**config.mk**
```make
export PLATFORM = sky130hd
export DESIGN_NAME = bds_queue
export DESIGN_NICKNAME = d
export VERILOG_FILES = /design/src/box_downscale_rgb565_unit_defines.svh /design/src/bds_queue.sv
export SDC_FILE = /design/constraint.sdc
export NUM_CORES = 1
export LEC_CHECK = 0
export ABC_AREA = 1
export ABC_CLOCK_PERIOD_IN_PS = 2300
export BUFFER_PORTS_ARGS = -buffer_cell sky130_fd_sc_hd__buf_2
export CORE_MARGIN = 8
export CORE_UTILIZATION = 53
export DETAILED_ROUTE_END_ITERATION = 16
export PLACE_DENSITY = 0.8
export SYNTH_ARGS = -nofsm -noshare
export SYNTH_HDL_FRONTEND = slang
export SYNTH_SLANG_ARGS = --single-unit
```
**constraint.sdc**
```tcl
create_clock -name clk -period 2.3 [get_ports clk]
set_input_delay 0.23 -clock clk [delete_from_list [all_inputs] [get_ports clk]]
set_output_delay 0.23 -clock clk [all_outputs]
set_load 0.01 [all_outputs]
```
**src/box_downscale_rgb565_unit_defines.svh**
```systemverilog
// ----------------------------------------------------------------------------
// Box downscaler assertion macros
// Shared concurrent assertion forms used by the top level.
// ----------------------------------------------------------------------------
`ifndef BOX_DOWNSCALE_RGB565_UNIT_DEFINES_SVH
`define BOX_DOWNSCALE_RGB565_UNIT_DEFINES_SVH

// checked only while out of reset
`define BDS_ASSERT(lbl, prop, msg) \
	lbl: assert property (@(posedge clk) disable iff (!arst_n) prop) else $error(msg);

// checked at every edge, reset included
`define BDS_ASSERT_ALWAYS(lbl, prop, msg) \
	lbl: assert property (@(posedge clk) prop) else $error(msg);

`endif

```
**src/bds_queue.sv**
```systemverilog
// ----------------------------------------------------------------------------
// Box downscaler result queue
// Two-entry FIFO between the accumulate front and the divide back.
// ----------------------------------------------------------------------------
module bds_queue #(
	parameter int W = 8
) (
	input  logic         clk,
	input  logic         arst_n,
	input  logic         push_valid,
	output logic         push_ready,
	input  logic [W-1:0] push_data,
	output logic         pop_valid,
	input  logic         pop_ready,
	output logic [W-1:0] pop_data
);

	logic [W-1:0] entry_q [2];
	logic         wptr_q, rptr_q;
	logic [1:0]   cnt_q;
	logic         do_push, do_pop;

	assign push_ready = (cnt_q != 2'd2);
	assign pop_valid  = (cnt_q != 2'd0);
	assign pop_data   = entry_q[rptr_q];
	assign do_push    = push_valid && push_ready;
	assign do_pop     = pop_valid && pop_ready;

	always_ff @(posedge clk) begin
		if (do_push) begin
			entry_q[wptr_q] <= push_data;
		end
	end

	always_ff @(posedge clk or negedge arst_n) begin
		if (!arst_n) begin
			wptr_q <= 1'b0;
			rptr_q <= 1'b0;
			cnt_q  <= 2'd0;
		end else begin
			if (do_push) wptr_q <= ~wptr_q;
			if (do_pop)  rptr_q <= ~rptr_q;
			cnt_q <= cnt_q + 2'(do_push) - 2'(do_pop);
		end
	end

endmodule

```
; ---- Yosys cells after proc, flatten, opt, wreduce, memory -nomap -nowiden
; Memories as Yosys holds them, arrays and structs flattened.
; Cells that the tools add are included.
[totals]
elab_cells = 14
out_inout_bits = 10
mem_count = 1
mem_bits_rw = 16
regBits = 4
in_bits = 12
[memory_table]
columns = memory, words, width, rd, rd_clocked_by_memory_dff, wr, line
row1 = entry_q, 2, 8, 1, 0, 1, bds_queue.sv:18  ; logic [W-1:0] entry_q [2];
[op_classes]
mux = 2
bitwise_logic = 2
addsub = 2
n_reduce_logical = 3
n_eq_ne = 1
[ops]
columns = cell, count
row1 = adder 2 x 1 -> 2 bit, 1
row2 = logical AND 1 bit, 2
row3 = 2-to-1 mux 1 bit, 2
row4 = inequality test 2 bit (second input constant), 1
row5 = inverter 1 bit, 2
row6 = nonzero test 2 bit, 1
row7 = subtractor 2 x 1 -> 2 bit, 1

; ---- Depth between registers and ports, before layout
[logic_depth]
word_depth = 4
depth_mapped = 10
ltp_nobuf = 10

; ---- Worst setup path before layout
; No wires, ideal clock.
[synth_timing]
path_type = reg-to-reg
startpoint = register cnt_q[0]
endpoint = register cnt_q[1]
path_buffers = 0
stages_incl_launch_ff = 11
setup_ns = 0.116
t_required_ns = 2.184
synth_period_minus_slack_ns = 1.336
setup_slack_ns = 0.964
arrival_ns = 1.220
path_cell_list = dfrtp_1 > inv_1 > nand2_2 > nand2_2 > inv_1 > ha_1 > inv_1 > ha_1 > inv_1 > nand2_1 > nand2_1
[synth_via]
elab_cells_between_ends = 6
classes_between = add/sub: 2 / eq/ne: 1 / reduce/logical: 3
[synth_lines]
columns = item, line
row1 = "start, declared", bds_queue.sv:20  ; logic [1:0] cnt_q;
row2 = "start signal, assigned", bds_queue.sv:43  ; cnt_q <= cnt_q + 2'(do_push) - 2'(do_pop);
row3 = nonzero test 2 bit, bds_queue.sv:24  ; assign pop_valid = (cnt_q != 2'd0);
row4 = net pop_valid, bds_queue.sv:13  ; output logic pop_valid,
row5 = logical AND 1 bit, bds_queue.sv:27  ; assign do_pop = pop_valid && pop_ready;
row6 = net do_pop, bds_queue.sv:21  ; logic do_push, do_pop;
row7 = subtractor 2 x 1 -> 2 bit, bds_queue.sv:43
; The timed path passes the listed nets, and every way through them passes these cells.
; A chain may end at the register's enable or synchronous reset.

; ---- Worst setup path after layout
[layout_timing]
startpoint = register rptr_q
endpoint = output port pop_data[2]
[layout_via]
elab_chain_len = 1
[layout_lines]
columns = item, line
row1 = "start, declared", bds_queue.sv:19  ; logic wptr_q, rptr_q;
row2 = "start signal, assigned", bds_queue.sv:42  ; if (do_pop) rptr_q <= ~rptr_q;
row3 = memory (2 x 8 bit), n/a
row4 = "end, declared", bds_queue.sv:15  ; output logic [W-1:0] pop_data
; No other way between the ends.

==> flow_summary.yaml <==
floorplanning:
  fp-row-count: 14
  start_util_pct: 55.63
  core_mm2: 0.001489
  die_h_um: 55.53
  die_w_um: 55.53
  dieArea_mm2: 0.003084
  ios: 22
sta:
  finalCriticalPeriod_ps: 1469
  tns_ps: 0
  drv_slew: 0
  hold_violations: 0
  period_share_pct: 63.87
  setup_viol: 0
  hold_ws_ps: 105.0
  fmax_mhz: 680.7
  worst_slew_pin_slew_ps: 634.9
  max-slew-margin-rel_pct: 57.51
  rsz0062_at_grt: "false"
  fin_skew_ps: 1.433
yosys:
  ys_types: 12
  synth_top_family_by_area: "simple AND/OR/NAND/NOR gates"
  synthCells: 73
  synth_fa_ha_area_share_pct: 3.021
  synth-compound-area-share_pct: 0
  async_reset_ff_share_pct: 20.00
  yosysWarnings: 0
  ys.flop_type: "edfxtp_1"
  synth_most_common_cell: "nand2_1"
  synth_top_area_cell: "edfxtp_1"
  ys_ff_latch: 20
  synth-simple-area-share_pct: 21.15
  ys_top_cells_by_area: "edfxtp_1 (58%), nand2_1 (15%), dfrtp_1 (12%)"
  synth_common_cells: "nand2_1 (32), edfxtp_1 (16), inv_1 (7), dfrtp_1 (4), nand2_2 (4)"
  syn_area_per_cell_um2: 11.35
  yosys.area_share.xor_xnor_pct: 0
  synthMuxAreaShare_pct: 0
  synth_top_area_share_pct: 58.01
  synth-seq-area-share_pct: 70.09
  synth_edf_count: 16
  syn-cell-area_um2: 828.3
  synth_nets: 87
final_layout:
  area_growth_syn_to_layout_pct: 21.30
  fin_util_pct: 67.48
  finalNonFillerCells: 114
  antennaDiodeCount: 0
  drive_gt1_share_pct: 32.65
  nets: 113
  fin_area_mm2: 0.001005
  fillCellCount: 111
clock_network:
  path_clk_slew_ps: 110
  cts.htree.levels: 1
  ctsResizeCount: 0
  clock-root-buffer: "clkbuf_4"
  cts_made_buffers: 3
  clock_path_buffers: 2
  clock_latency_ps: 300
  clock-sinks: 20
  cts_tree: "yes"
worst_setup_path:
  crit_path_frequent_cell: "nand2_1"
  cpPeakStageDelay_ps: 560
  path_cells: "inv_4 > nand2_1 > nand2_1 > buf_2"
  crit_family: "flip-flops"
  arrival_ps: 1240
  cp-start-kind: "flip-flop"
  critPathBufInv: 2
  critical_path_depth: 4
  cp-end-kind: "primary output"
  cpMaxStageDelayCell: "dfrtp_1"
  cp.required_ps: 2070
  reg2reg_depth: 3
  critPathKind: "reg2out"
  critPathMaxFanout: 10
routing:
  ant_nets: 0
  met3_length_um: 119
  met1_length_um: 578
  wl_met2_um: 676
  drtPass1Iterations: 4
  via_per_inst: 4.789
  drtIter0Drc: 12
  route.detailed.wl_per_inst_um: 12.45
  drt_wl_total_mm: 1.419
  via_count: 546
  highest_layer: "met4"
  drc: 0
power:
  vdd_drop_max_mv: 0.7612
  power_frac_seq_pct: 43.6
  comb_power_share_pct: 34.4
  p_int_mw: 0.8413
  power_leakage_nw: 0.4910
  p_sw_share_pct: 34.80
  power_density_mw_per_mm2: 1284
  p_clk_share_pct: 21.9
  power_switching_mw: 0.4489
grt:
  grt_max_degree: 13
  grt_overflow: 0
  grt_pass1_wl_mm: 2.421
  track_usage_pct: 9.779
  antenna_found_initial: 0
  grt_pass1_vias: 569
place:
  place_hpwl_mm: 1.095
  port_buffers: 21
  placed_area_um2: 942.2
  dpl.cell_count: 109
  gp_congestion: 0.7899
run:
  maxCapViolCount: 0
hold_path:
  worst_hold_path_type: "in2reg"
  min_path_cells: 1
run_status:
  status: "finished, final reports clean"
-- per-layer routing --
layer	vias to the layer above	track usage, %
met2	19	16.03
li1	282	-
met3	5	5.251
met1	240	9.379
met5	-	0
met4	0	5.986
-- through the flow --
step	setup slack (ps)	power, mW
2_1_floorplan	963.5	0.8725
3_3_place_gp	907.2	1.004
3_5_place_dp	859.4	1.026
4_1_cts	794.9	1.309
5_1_grt	722.2	1.388
6_report	830.9	1.290
-- cells by family after synthesis --
logic type,after synthesis
adder cells (fa/ha/maj),2
buffers and inverters,10
flip-flops,20
AND/OR/NAND/NOR,41
-- state kept, by name, indices dropped and copies added (netlist names) --
signal   count
cnt_q        2
wptr_q       1
rptr_q       1
entry_q     16
-- power groups by stage --
stage	clock network [mW]	registers, mW	logic (mW)
2_1_floorplan	0	0.541	0.331
5_1_grt	0.305	0.574	0.510
4_1_cts	0.289	0.565	0.455
6_report	0.283	0.563	0.444
3_5_place_dp	0	0.573	0.452
3_3_place_gp	0	0.569	0.435
-- final cells by class --
cell class,count,area (um^2),area share [%]
Inverter,9,36.28,3.611
Clock buffer,3,22.52,2.242
Sequential cell,20,580.6,57.78
Tap cell,16,20.02,1.993
Clock inverter,1,30.03,2.989
Multi-Input combinational cell,43,200.2,19.93
Timing Repair Buffer,22,115.1,11.46
-- path summary, 6_finish.rpt --
path | start | to | slack, ps
max in group asynchronous | arst_n | rptr_q | 1940
min in group asynchronous | arst_n | cnt_q[1] | 240
hold / removal | push_data[0] | entry_q[0][0] | 100
setup / recovery | rptr_q | pop_data[2] | 830
setup reg to reg | cnt_q[1] | entry_q[1][1] | 840
hold reg to reg | wptr_q | wptr_q | 510
-- cells in the final DEF, fill, tap and decap left out --
| cell | Yosys | routed |
|---|---|---|
| nor2_1 | 1 | 1 |
| buf_2 | 0 | 21 |
| nand3_1 | 3 | 3 |
| dfrtp_1 | 4 | 4 |
| edfxtp_1 | 16 | 16 |
| ha_1 | 2 | 2 |
| nand2_2 | 4 | 4 |
| inv_1 | 7 | 7 |
| bufinv_16 | 0 | 1 |
| inv_2 | 1 | 1 |
| dlygate4sd3_1 | 0 | 1 |
| nand2_4 | 1 | 1 |
| clkbuf_4 | 0 | 3 |
| inv_4 | 1 | 1 |
| nand2_1 | 32 | 32 |
-- worst reg2reg max path, cell delays in order (launching register included) --
cell	delay (ps)
dfrtp_1	430
nand2_2	120
nand2_4	60
nor2_1	490
-- repair_timing --
item / CTS / global route
buffers inserted: 0 / 0
hold endpoints to repair: 4 / 0
hold buffers: 1 / 0
No activity file was read; power rests on OpenSTA's default activity.
