$ cat config.mk
export PLATFORM = sky130hd
export DESIGN_NAME = bds_back
export DESIGN_NICKNAME = d
export VERILOG_FILES = /design/src/box_downscale_rgb565_unit_defines.svh /design/src/bds_pkg.sv /design/src/bds_back.sv
export SDC_FILE = /design/constraint.sdc
export NUM_CORES = 1
export LEC_CHECK = 0
export ABC_AREA = 1
export BUFFER_PORTS_ARGS = -buffer_cell sky130_fd_sc_hd__buf_2
export CORE_ASPECT_RATIO = 0.6
export CORE_MARGIN = 1
export CORE_UTILIZATION = 46
export DETAILED_ROUTE_END_ITERATION = 10
export GPL_ROUTABILITY_DRIVEN = 0
export PLACE_DENSITY = 0.8
export SYNTH_ARGS = -nofsm -noshare
export SYNTH_HDL_FRONTEND = slang
export SYNTH_SLANG_ARGS = --single-unit
$ cat constraint.sdc
create_clock -name clk -period 1.43 [get_ports clk]
set_clock_uncertainty 0.1 [all_clocks]
set_input_delay 0.2145 -clock clk [delete_from_list [all_inputs] [get_ports clk]]
set_output_delay 0.2145 -clock clk [all_outputs]
set_load 0.1 [all_outputs]
$ cat src/box_downscale_rgb565_unit_defines.svh
// ----------------------------------------------------------------------------
// Box downscaler assertion macros
// Shared concurrent assertion forms used by the top level.
// ----------------------------------------------------------------------------
`ifndef BOX_DOWNSCALE_RGB565_UNIT_DEFINES_SVH
`define BOX_DOWNSCALE_RGB565_UNIT_DEFINES_SVH

// checked only while out of reset
`define BDS_ASSERT(lbl, prop, msg) \
	lbl: assert property (@(posedge clk) disable iff (!arst_n) prop) else $error(msg);

// checked at every edge, reset included
`define BDS_ASSERT_ALWAYS(lbl, prop, msg) \
	lbl: assert property (@(posedge clk) prop) else $error(msg);

`endif

$ cat src/bds_pkg.sv
// ----------------------------------------------------------------------------
// Box downscaler package
// Constants, register codes and state types shared by the block.
// ----------------------------------------------------------------------------
package bds_pkg;

	localparam int SUM_W     = 28;
	localparam int CH_W      = 8;
	localparam int DST_H_CAP = 256;
	localparam int IDX_W     = 3;
	localparam int CFG_W     = 11;

	localparam logic [IDX_W-1:0] REG_SRC_WIDTH  = 3'd0;
	localparam logic [IDX_W-1:0] REG_SRC_HEIGHT = 3'd1;
	localparam logic [IDX_W-1:0] REG_DST_WIDTH  = 3'd2;
	localparam logic [IDX_W-1:0] REG_DST_HEIGHT = 3'd3;

	typedef enum logic [1:0] {
		F_IDLE = 2'b01,
		F_UPD  = 2'b10
	} front_state_t;

	typedef enum logic [2:0] {
		B_IDLE = 3'b001,
		B_DIV  = 3'b010,
		B_OUT  = 3'b100
	} back_state_t;

endpackage

$ cat src/bds_back.sv
// ----------------------------------------------------------------------------
// Box downscaler back
// Divides the three channel sums by the box count, packs RGB565.
// ----------------------------------------------------------------------------
module bds_back #(
	parameter int CNT_W = 22,
	parameter int QW    = 8
) (
	input  logic          clk,
	input  logic          arst_n,
	input  logic          pop_valid,
	output logic          pop_ready,
	input  logic [QW-1:0] pop_data,
	output logic          out_valid,
	input  logic          out_ready,
	output logic [31:0]   out_data,
	output logic          out_last
);

	localparam int SW = bds_pkg::SUM_W;
	localparam int STEP_W = $clog2(SW);

	bds_pkg::back_state_t state_q;
	logic [SW-1:0]     dq_r_q, dq_g_q, dq_b_q;
	logic [CNT_W-1:0]  rem_r_q, rem_g_q, rem_b_q, div_q;
	logic [STEP_W-1:0] step_q;
	logic [7:0]        col_q, row_q;
	logic              last_q;
	logic [CNT_W:0]    sh_r, sh_g, sh_b;
	logic              ge_r, ge_g, ge_b;

	assign pop_ready = (state_q == bds_pkg::B_IDLE);
	assign out_valid = (state_q == bds_pkg::B_OUT);
	assign out_last  = last_q;
	assign out_data  = {row_q, col_q, dq_r_q[7:3], dq_g_q[7:2], dq_b_q[7:3]};

	always_comb begin
		sh_r = {rem_r_q, dq_r_q[SW-1]};
		sh_g = {rem_g_q, dq_g_q[SW-1]};
		sh_b = {rem_b_q, dq_b_q[SW-1]};
		ge_r = (sh_r >= (CNT_W+1)'(div_q));
		ge_g = (sh_g >= (CNT_W+1)'(div_q));
		ge_b = (sh_b >= (CNT_W+1)'(div_q));
	end

	always_ff @(posedge clk) begin
		unique case (state_q)
			bds_pkg::B_IDLE: begin
				dq_r_q  <= pop_data[SW-1:0];
				dq_g_q  <= pop_data[2*SW-1:SW];
				dq_b_q  <= pop_data[3*SW-1:2*SW];
				div_q   <= pop_data[3*SW+CNT_W-1:3*SW];
				col_q   <= pop_data[3*SW+CNT_W+7:3*SW+CNT_W];
				row_q   <= pop_data[3*SW+CNT_W+15:3*SW+CNT_W+8];
				last_q  <= pop_data[3*SW+CNT_W+16];
				rem_r_q <= '0;
				rem_g_q <= '0;
				rem_b_q <= '0;
			end
			bds_pkg::B_DIV: begin
				// one restoring step per cycle on each channel
				rem_r_q <= ge_r ? CNT_W'(sh_r - (CNT_W+1)'(div_q)) : CNT_W'(sh_r);
				rem_g_q <= ge_g ? CNT_W'(sh_g - (CNT_W+1)'(div_q)) : CNT_W'(sh_g);
				rem_b_q <= ge_b ? CNT_W'(sh_b - (CNT_W+1)'(div_q)) : CNT_W'(sh_b);
				dq_r_q  <= {dq_r_q[SW-2:0], ge_r};
				dq_g_q  <= {dq_g_q[SW-2:0], ge_g};
				dq_b_q  <= {dq_b_q[SW-2:0], ge_b};
			end
			default: ;
		endcase
	end

	always_ff @(posedge clk or negedge arst_n) begin
		if (!arst_n) begin
			state_q <= bds_pkg::B_IDLE;
			step_q  <= '0;
		end else begin
			unique case (state_q)
				bds_pkg::B_IDLE: begin
					step_q <= '0;
					if (pop_valid) state_q <= bds_pkg::B_DIV;
				end
				bds_pkg::B_DIV: begin
					step_q <= step_q + 1'b1;
					if (step_q == STEP_W'(SW - 1)) state_q <= bds_pkg::B_OUT;
				end
				bds_pkg::B_OUT: begin
					if (out_ready) state_q <= bds_pkg::B_IDLE;
				end
				default: state_q <= bds_pkg::B_IDLE;
			endcase
		end
	end

endmodule

After elaboration in Yosys (flattened, before gate mapping) --
Cells that the tools add are included.
Word-level totals: register bits after elaboration 32, bits of input ports 12, word-level logic and storage cells 23
Operators by class: mux-type cells 8, equal/unequal tests 7, $add $sub $neg 1, reductions and logical operators 2
Operators with widths (count):
- 2-to-1 mux 8 bit | 2
- one-hot mux 8 bit (2 select lines) | 1
- one-hot mux 5 bit (2 select lines) | 1
- 2-to-1 mux 3 bit | 3
- one-hot mux 3 bit (3 select lines) | 1
- adder 5 x 1 -> 5 bit (second input constant) | 1
- equality test 5 bit (second input constant) | 1
- inequality test 2 bit (second input constant) | 2
- equality test 3 x 1 -> 1 bit (second input constant) | 1
- equality test 3 x 2 -> 1 bit (second input constant) | 1
- equality test 3 bit (second input constant) | 1
- AND reduction 3 bit | 1
- inequality test 2 x 1 -> 1 bit (second input constant) | 1
- nonzero test 2 bit | 1

Depth between registers and ports, before layout --
Gate-level depths: netlist of run 1.
depth in word-level cells 3, mapped depth 7, gate-level depth less buffers 7

Least setup slack after synthesis of run 1 --
No wires, ideal clock.
path kind register to output, start point register state_q[1], end point output port out_valid, path slack -1350 ps, cell stages (with the launch flop) 2, buffers on the path 0, arrival time 2465 ps, path through dfrtp_1 > nor3_1
On the way: cells in the longest elaborated chain, start to end 1
Ends and longest elaborated chain:
- start: declaration | RTL line bds_back.sv:23 | bds_pkg::back_state_t state_q;
- start signal: assignment | RTL line bds_back.sv:75 | state_q <= bds_pkg::B_IDLE;
- start signal: assignment | RTL line bds_back.sv:81 | if (pop_valid) state_q <= bds_pkg::B_DIV;
- start signal: assignment | RTL line bds_back.sv:85 | if (step_q == STEP_W'(SW - 1)) state_q <= bds_pkg::B_OUT;
- equality test 3 bit | RTL line bds_back.sv:33 | assign out_valid = (state_q == bds_pkg::B_OUT);
- end: declaration | RTL line bds_back.sv:14 | output logic out_valid,
Every way passes these cells.

Final worst setup path of run 1 --
start point register state_q[0], end point output port pop_ready
On the way: cells in the longest elaborated chain, start to end 1
Ends and longest elaborated chain:
- equality test 3 x 1 -> 1 bit | RTL line bds_back.sv:32 | assign pop_ready = (state_q == bds_pkg::B_IDLE);
- end: declaration | RTL line bds_back.sv:12 | output logic pop_ready,
Every way passes these cells.

==> flow_summary.ini, run 1 <==
[run_status]
status = finished, violations left
violations = setup timing

[global_route]
track_usage = 0.177
grt_max_degree = 12
globalRouteOverflowTotal = 0
antenna_found_initial = 0
grt_pass1_wl_um = 3060
grt_pass1_vias = 686

[cts]
root_buffer = clkbuf_8
cts_made_buffers = 3
cts.sinks = 16
cts_max_level = 1
clk_path_buf_depth = 2
clk_pin_slew_worst_paths_ps = 60
clk_latency_ps = 250
cts_tree = done

[detailed_routing]
initialDrtViolationCount = 23
wirelength_um = 1900
first_pass_iters = 4
ant_nets = 0
wl_per_cell_um = 10.7
routed_via_density = 4.30
dr_total_vias = 765
route.detailed.drc = 0

[worst_setup_path]
crit_chain = buf_6 -> nand3_4 -> clkinvlp_4 -> buf_12
path_class = reg2out
setup.worst_path.end_class = output port
crit_start = state_q[0]
r2r_slack_ps = -30
startpoint_type = flop
arrival_ps = 1290
required_ps = 1120
r2r-start = state_q[0]
slowest_stage = dfstp_2
cp_max_fo = 4
worst_path_largest_cell_delay_ps = 550

[floorplan]
fp.dieArea_um2 = 2410
rows = 12
die_w_um = 62.7
start_util = 0.517
die_y_um = 38.4
io_pins = 47
core_um2 = 1970

[sta]
setup_violations = 5
fin_crit_sh = 1.12
rsz0062_at_grt = yes
finalMaxSlewViolations = 0
setup_slack_ps = -175
hold_viol_final = 0
max_freq_ghz = 0.623
period_minus_slack_ps = 1600

[final_layout]
n_fill_cell = 187
num_antenna_cells = 0
final_area_um2 = 1230
fin_nets = 164
multiInputGateArea_um2 = 427
regArea_um2 = 442
drive_gt1_frac = 0.287
syn2layout_area_growth_pct = 20.8
fin_util = 0.625

[yosys]
yosys_warnings = 0
synth_area_um2 = 1020
synth_cell_types = 18
ys_seq_area_frac = 0.434
syn_inst = 124
synth-seq-cells = 16
synth_area_per_cell_um2 = 8.20

[placed_design]
place_area_um2 = 1080
hpwl_um = 1340
io_buffers = 18

[hold_path]
min_from = pop_valid
hold_path_class = in2reg

[flow_run]
drv_cap = 0
-- critical path: cells and delay by family (launching register included) --
| kind | cells | cell delay [ps] |
|---|---|---|
| buf+inv | 3 | 380 |
| simple gates | 1 | 100 |
| flops | 1 | 550 |
-- per-layer routing --
| layer | GRT usage | vias to the layer above | part of all wire |
|---|---|---|---|
| li1 | - | 377 | - |
| met1 | 0.187 | 348 | 0.41 |
| met2 | 0.348 | 34 | 0.50 |
| met3 | 0.0685 | 6 | 0.080 |
| met4 | 0.0349 | 0 | 0.016 |
| met5 | 0 | - | 0 |
-- worst paths after layout --
path                                    to  cells past startpoint
worst max register to register   step_q[0]                      6
worst min register to register   dq_r_q[2]                      2
min in group asynchronous        step_q[2]                      2
max in group asynchronous       state_q[0]                      2
worst min-delay path            state_q[1]                      3
worst max-delay path             pop_ready                      4
-- sequential cells by signal (all words and copies together), names as in the netlist --
name,count
state_q,3
step_q,5
dq_r_q,8
-- Yosys cell counts, drive strengths merged --
library cell | count | area share
ha | 1 | 0.012
nand3 | 6 | 0.030
dfstp | 1 | 0.026
inv | 11 | 0.041
buf | 35 | 0.26
or2 | 1 | 0.0062
a21oi | 2 | 0.0098
dfrtp | 7 | 0.17
nor2 | 5 | 0.018
nand4 | 2 | 0.012
edfxtp | 8 | 0.24
nand2 | 38 | 0.14
o21ai | 3 | 0.015
conb | 1 | 0.0037
nor3 | 2 | 0.0098
o21bai | 1 | 0.0074
-- stage by stage --
step,cells,hold slack (ps),setup TNS [ps],worst slack (ps)
2_1_floorplan,151,-181,-296,-115
3_3_place_gp,168,-34.2,-345,-93.7
3_5_place_dp,168,-28.6,-1660,-228
4_1_cts,175,123,-439,-173
5_1_grt,178,139,-890,-213
6_report,178,124,-358,-175
-- logic make-up (layout without fill, tap and decap cells) --
group	count (synthesis)	after routing	synth area share
AND/OR/NAND/NOR	54	54	0.219
buffers and inverters	46	45	0.299
flip-flops	16	16	0.434
AO/OA/AOI/OAI	6	6	0.0320
adder cells (fa/ha/maj)	1	1	0.0123
other	1	28	0.00369
-- timing repair --
action | 4_1_cts | 5_1_grt
cloned | 0 | 0
setup buffers | 2 | 3
hold buffers | 1 | 0
endpoints found under the hold margin | 8 | 0
pin swaps | 1 | 2
gates resized for setup | 6 | 7
endpoints found under the setup margin | 24 | 26
-- cell type report --
class                   instances  area share
inverters                      11      0.0367
repair buffers                 30       0.191
multi-input cells              89       0.347
clock inverters                 1     0.00305
well taps                      28      0.0285
flip-flops and latches         16       0.359
clock buffers                   3      0.0336
-- layout by cell type (no fill, tap or decap), drive strengths merged, types with 2 or more instances in the layout --
| master | Yosys | routed |
|---|---|---|
| buf | 35 | 29 |
| nor3 | 2 | 2 |
| clkbuf | 0 | 3 |
| nand4 | 2 | 2 |
| dfrtp | 7 | 7 |
| o21ai | 3 | 3 |
| inv | 11 | 10 |
| edfxtp | 8 | 8 |
| nor2 | 5 | 5 |
| nand3 | 6 | 6 |
| conb | 1 | 28 |
| nand2 | 38 | 38 |
| a21oi | 2 | 2 |
Power of run 1 is not shown: default switching activity piles up to over one toggle a cycle in this logic, so the estimate is an artifact.
==> inputs of run 2 (changes only) <==
Settings changed: ABC_AREA 1 to not set.
==> run 2 against run 1 <==
Compared with the run above:
- the run still ends with setup timing left
- via count shrank 12%
- wire length down 9.7%
- register-to-register slack worse by 270 ps
- core utilization increased by 1.8 points
- maximum frequency is 9.4% lower
- first-iteration DRC count fell by 4.3%
- critical path type unchanged
==> flow_summary.ini, run 2 <==
[run_status]
status = finished, violations left
violations = setup timing

[detailed_routing]
wl_per_cell_um = 11.7
ant_nets = 0
initialDrtViolationCount = 22
dr_total_vias = 670
first_pass_iters = 4
routed_via_density = 4.56
wirelength_um = 1720
route.detailed.drc = 0

[sta]
rsz0062_at_grt = yes
fin_hold_ws_ps = 150
finalSetupTns_ps = -5950
setup_slack_ps = -341
period_minus_slack_ps = 1770
hold_viol_final = 0
finalMaxSlewViolations = 0
setup_violations = 23
fin_crit_sh = 1.24
max_freq_ghz = 0.565

[yosys]
yosys_warnings = 0
ys_seq_area_frac = 0.432
synth_top_area_cell = buf_4
syn_inst = 90
yosys.cell_count.top_type = buf_4
yosys.area.top_type_share = 0.250
synthTopCellsByArea = buf_4 25%, edfxtp_1 24%, dfrtp_1 17%
synth-seq-cells = 16
synth_area_um2 = 1020
synth_ff_type = edfxtp_1
synth_cell_types = 27
ys_top_cells_by_count = 34 x buf_4, 8 x edfxtp_1, 8 x mux2_2
synth_area_per_cell_um2 = 11.4
synth_edf_count = 8
synthArstFlopShare = 0.500

[worst_setup_path]
path_class = reg2out
required_ps = 1120
worst_path_largest_cell_delay_ps = 520
path_buf_inv = 2
arrival_ps = 1460
crit_chain = or3b_4 -> clkinvlp_4 -> buf_12
startpoint_type = flop
crit_start = state_q[0]
setup.worst_path.end_class = output port
r2r-start = state_q[0]
slowest_stage = dfstp_2
crit_family = flip-flops
cp_max_fo = 2

[floorplan]
rows = 12
start_util = 0.520
die_y_um = 38.5
io_pins = 47
die_w_um = 62.9
fp.dieArea_um2 = 2420
core_um2 = 1970

[global_route]
grt_max_degree = 13
met3_usage = 0.0536
met1_usage = 0.188
antenna_found_initial = 0
grt_pass1_vias = 521
track_usage = 0.146
met2_usage = 0.237
gr-max-usage-layer = met2
globalRouteOverflowTotal = 0
grt_pass1_wl_um = 2510

[placed_design]
hpwl_um = 1150
place_inst = 134
io_buffers = 18
place_area_um2 = 1120

[final_layout]
regMostFlops = dq_r_q
final_common_cell = conb_1
largest_reg_flops = 8
drive_gt1_frac = 0.462
fin_nets = 133
num_antenna_cells = 0
n_fill_cell = 144
multiInputGateArea_um2 = 458
most-common-layout-cells = 28 x conb_1, 16 x buf_2, 8 x edfxtp_1, 8 x buf_4, 7 x mux2_4
syn2layout_area_growth_pct = 23.7
largestRegisters = dq_r_q x8, step_q x5, state_q x3
instances_no_fill = 147
regArea_um2 = 444
final_area_um2 = 1260

[cts]
root_buffer = clkbuf_8
clk_path_buf_depth = 2
clk_latency_ps = 250
cts.sinks = 16
cts_tree = done
cts_made_buffers = 3
cts_max_level = 1
clk_pin_slew_worst_paths_ps = 60

[hold_path]
min_from = pop_valid
hold_path_class = in2reg

[flow_run]
drv_cap = 0
-- run 2: cell types whose count changed in the layout (fill, tap and decap cells not counted), moves of 3 or more --
cell      before  now
buf_4          5    8
inv_1          9    0
mux2_4         0    7
mux2i_1        0    3
nand2_1       37    1
nand3_1        3    0
nand3b_1       0    3
nor2_1         4    0
-- run 2: metal layers --
metal / routed length [µm] / vias up
li1: - / 307
met1: 807 / 316
met2: 780 / 45
met3: 118 / 2
met4: 10 / 0
met5: 0 / -
-- run 2: worst paths after layout --
kind                              end  slack, ps  depth (start not counted)
setup / recovery            pop_ready       -340                          3
hold / removal             state_q[1]        150                          3
max in group asynchronous  state_q[0]        750                          2
hold reg to reg             step_q[3]        410                          1
min in group asynchronous   step_q[0]        230                          2
setup reg to reg            dq_r_q[3]       -300                          6
-- run 2: metrics by stage --
step,utilization,setup slack (ps)
after global placement,0.571,-144
after global routing,0.643,-361
final,0.643,-341
after CTS,0.625,-320
after detailed placement,0.571,-178
after floorplan,-,-544
-- run 2: area by class of cell --
type | count | share of cell area
clock buffers | 4 | 0.0356
inverters | 2 | 0.0129
multi-input cells | 64 | 0.362
repair buffers | 33 | 0.211
well taps | 28 | 0.0277
flip-flops and latches | 16 | 0.351
-- run 2: cells by family (layout without fill, tap and decap cells) --
family,count (synthesis),in the layout,share of synthesized area
buffers and inverters,37,39,0.268
DFF,16,16,0.432
muxes,11,11,0.118
other,1,28,0.00367
adders and majority gates,1,1,0.0122
and+or+nand+nor,17,17,0.122
AOI/OAI and AO/OA,7,7,0.0441
-- run 2: repair_timing --
item                       4_1_cts  5_1_grt
buffers inserted                 5        3
gates resized for setup          4        4
setup endpoints to repair       22       23
hold buffers                     1        0
pin swaps                        2        1
hold endpoints to repair         8        0
-- run 2: tightest hold or removal path: stages --
cell      delay [ps]
buf_2            110
nand3b_1          80
a21oi_1           60
Power of run 2 is left out for the same reason.
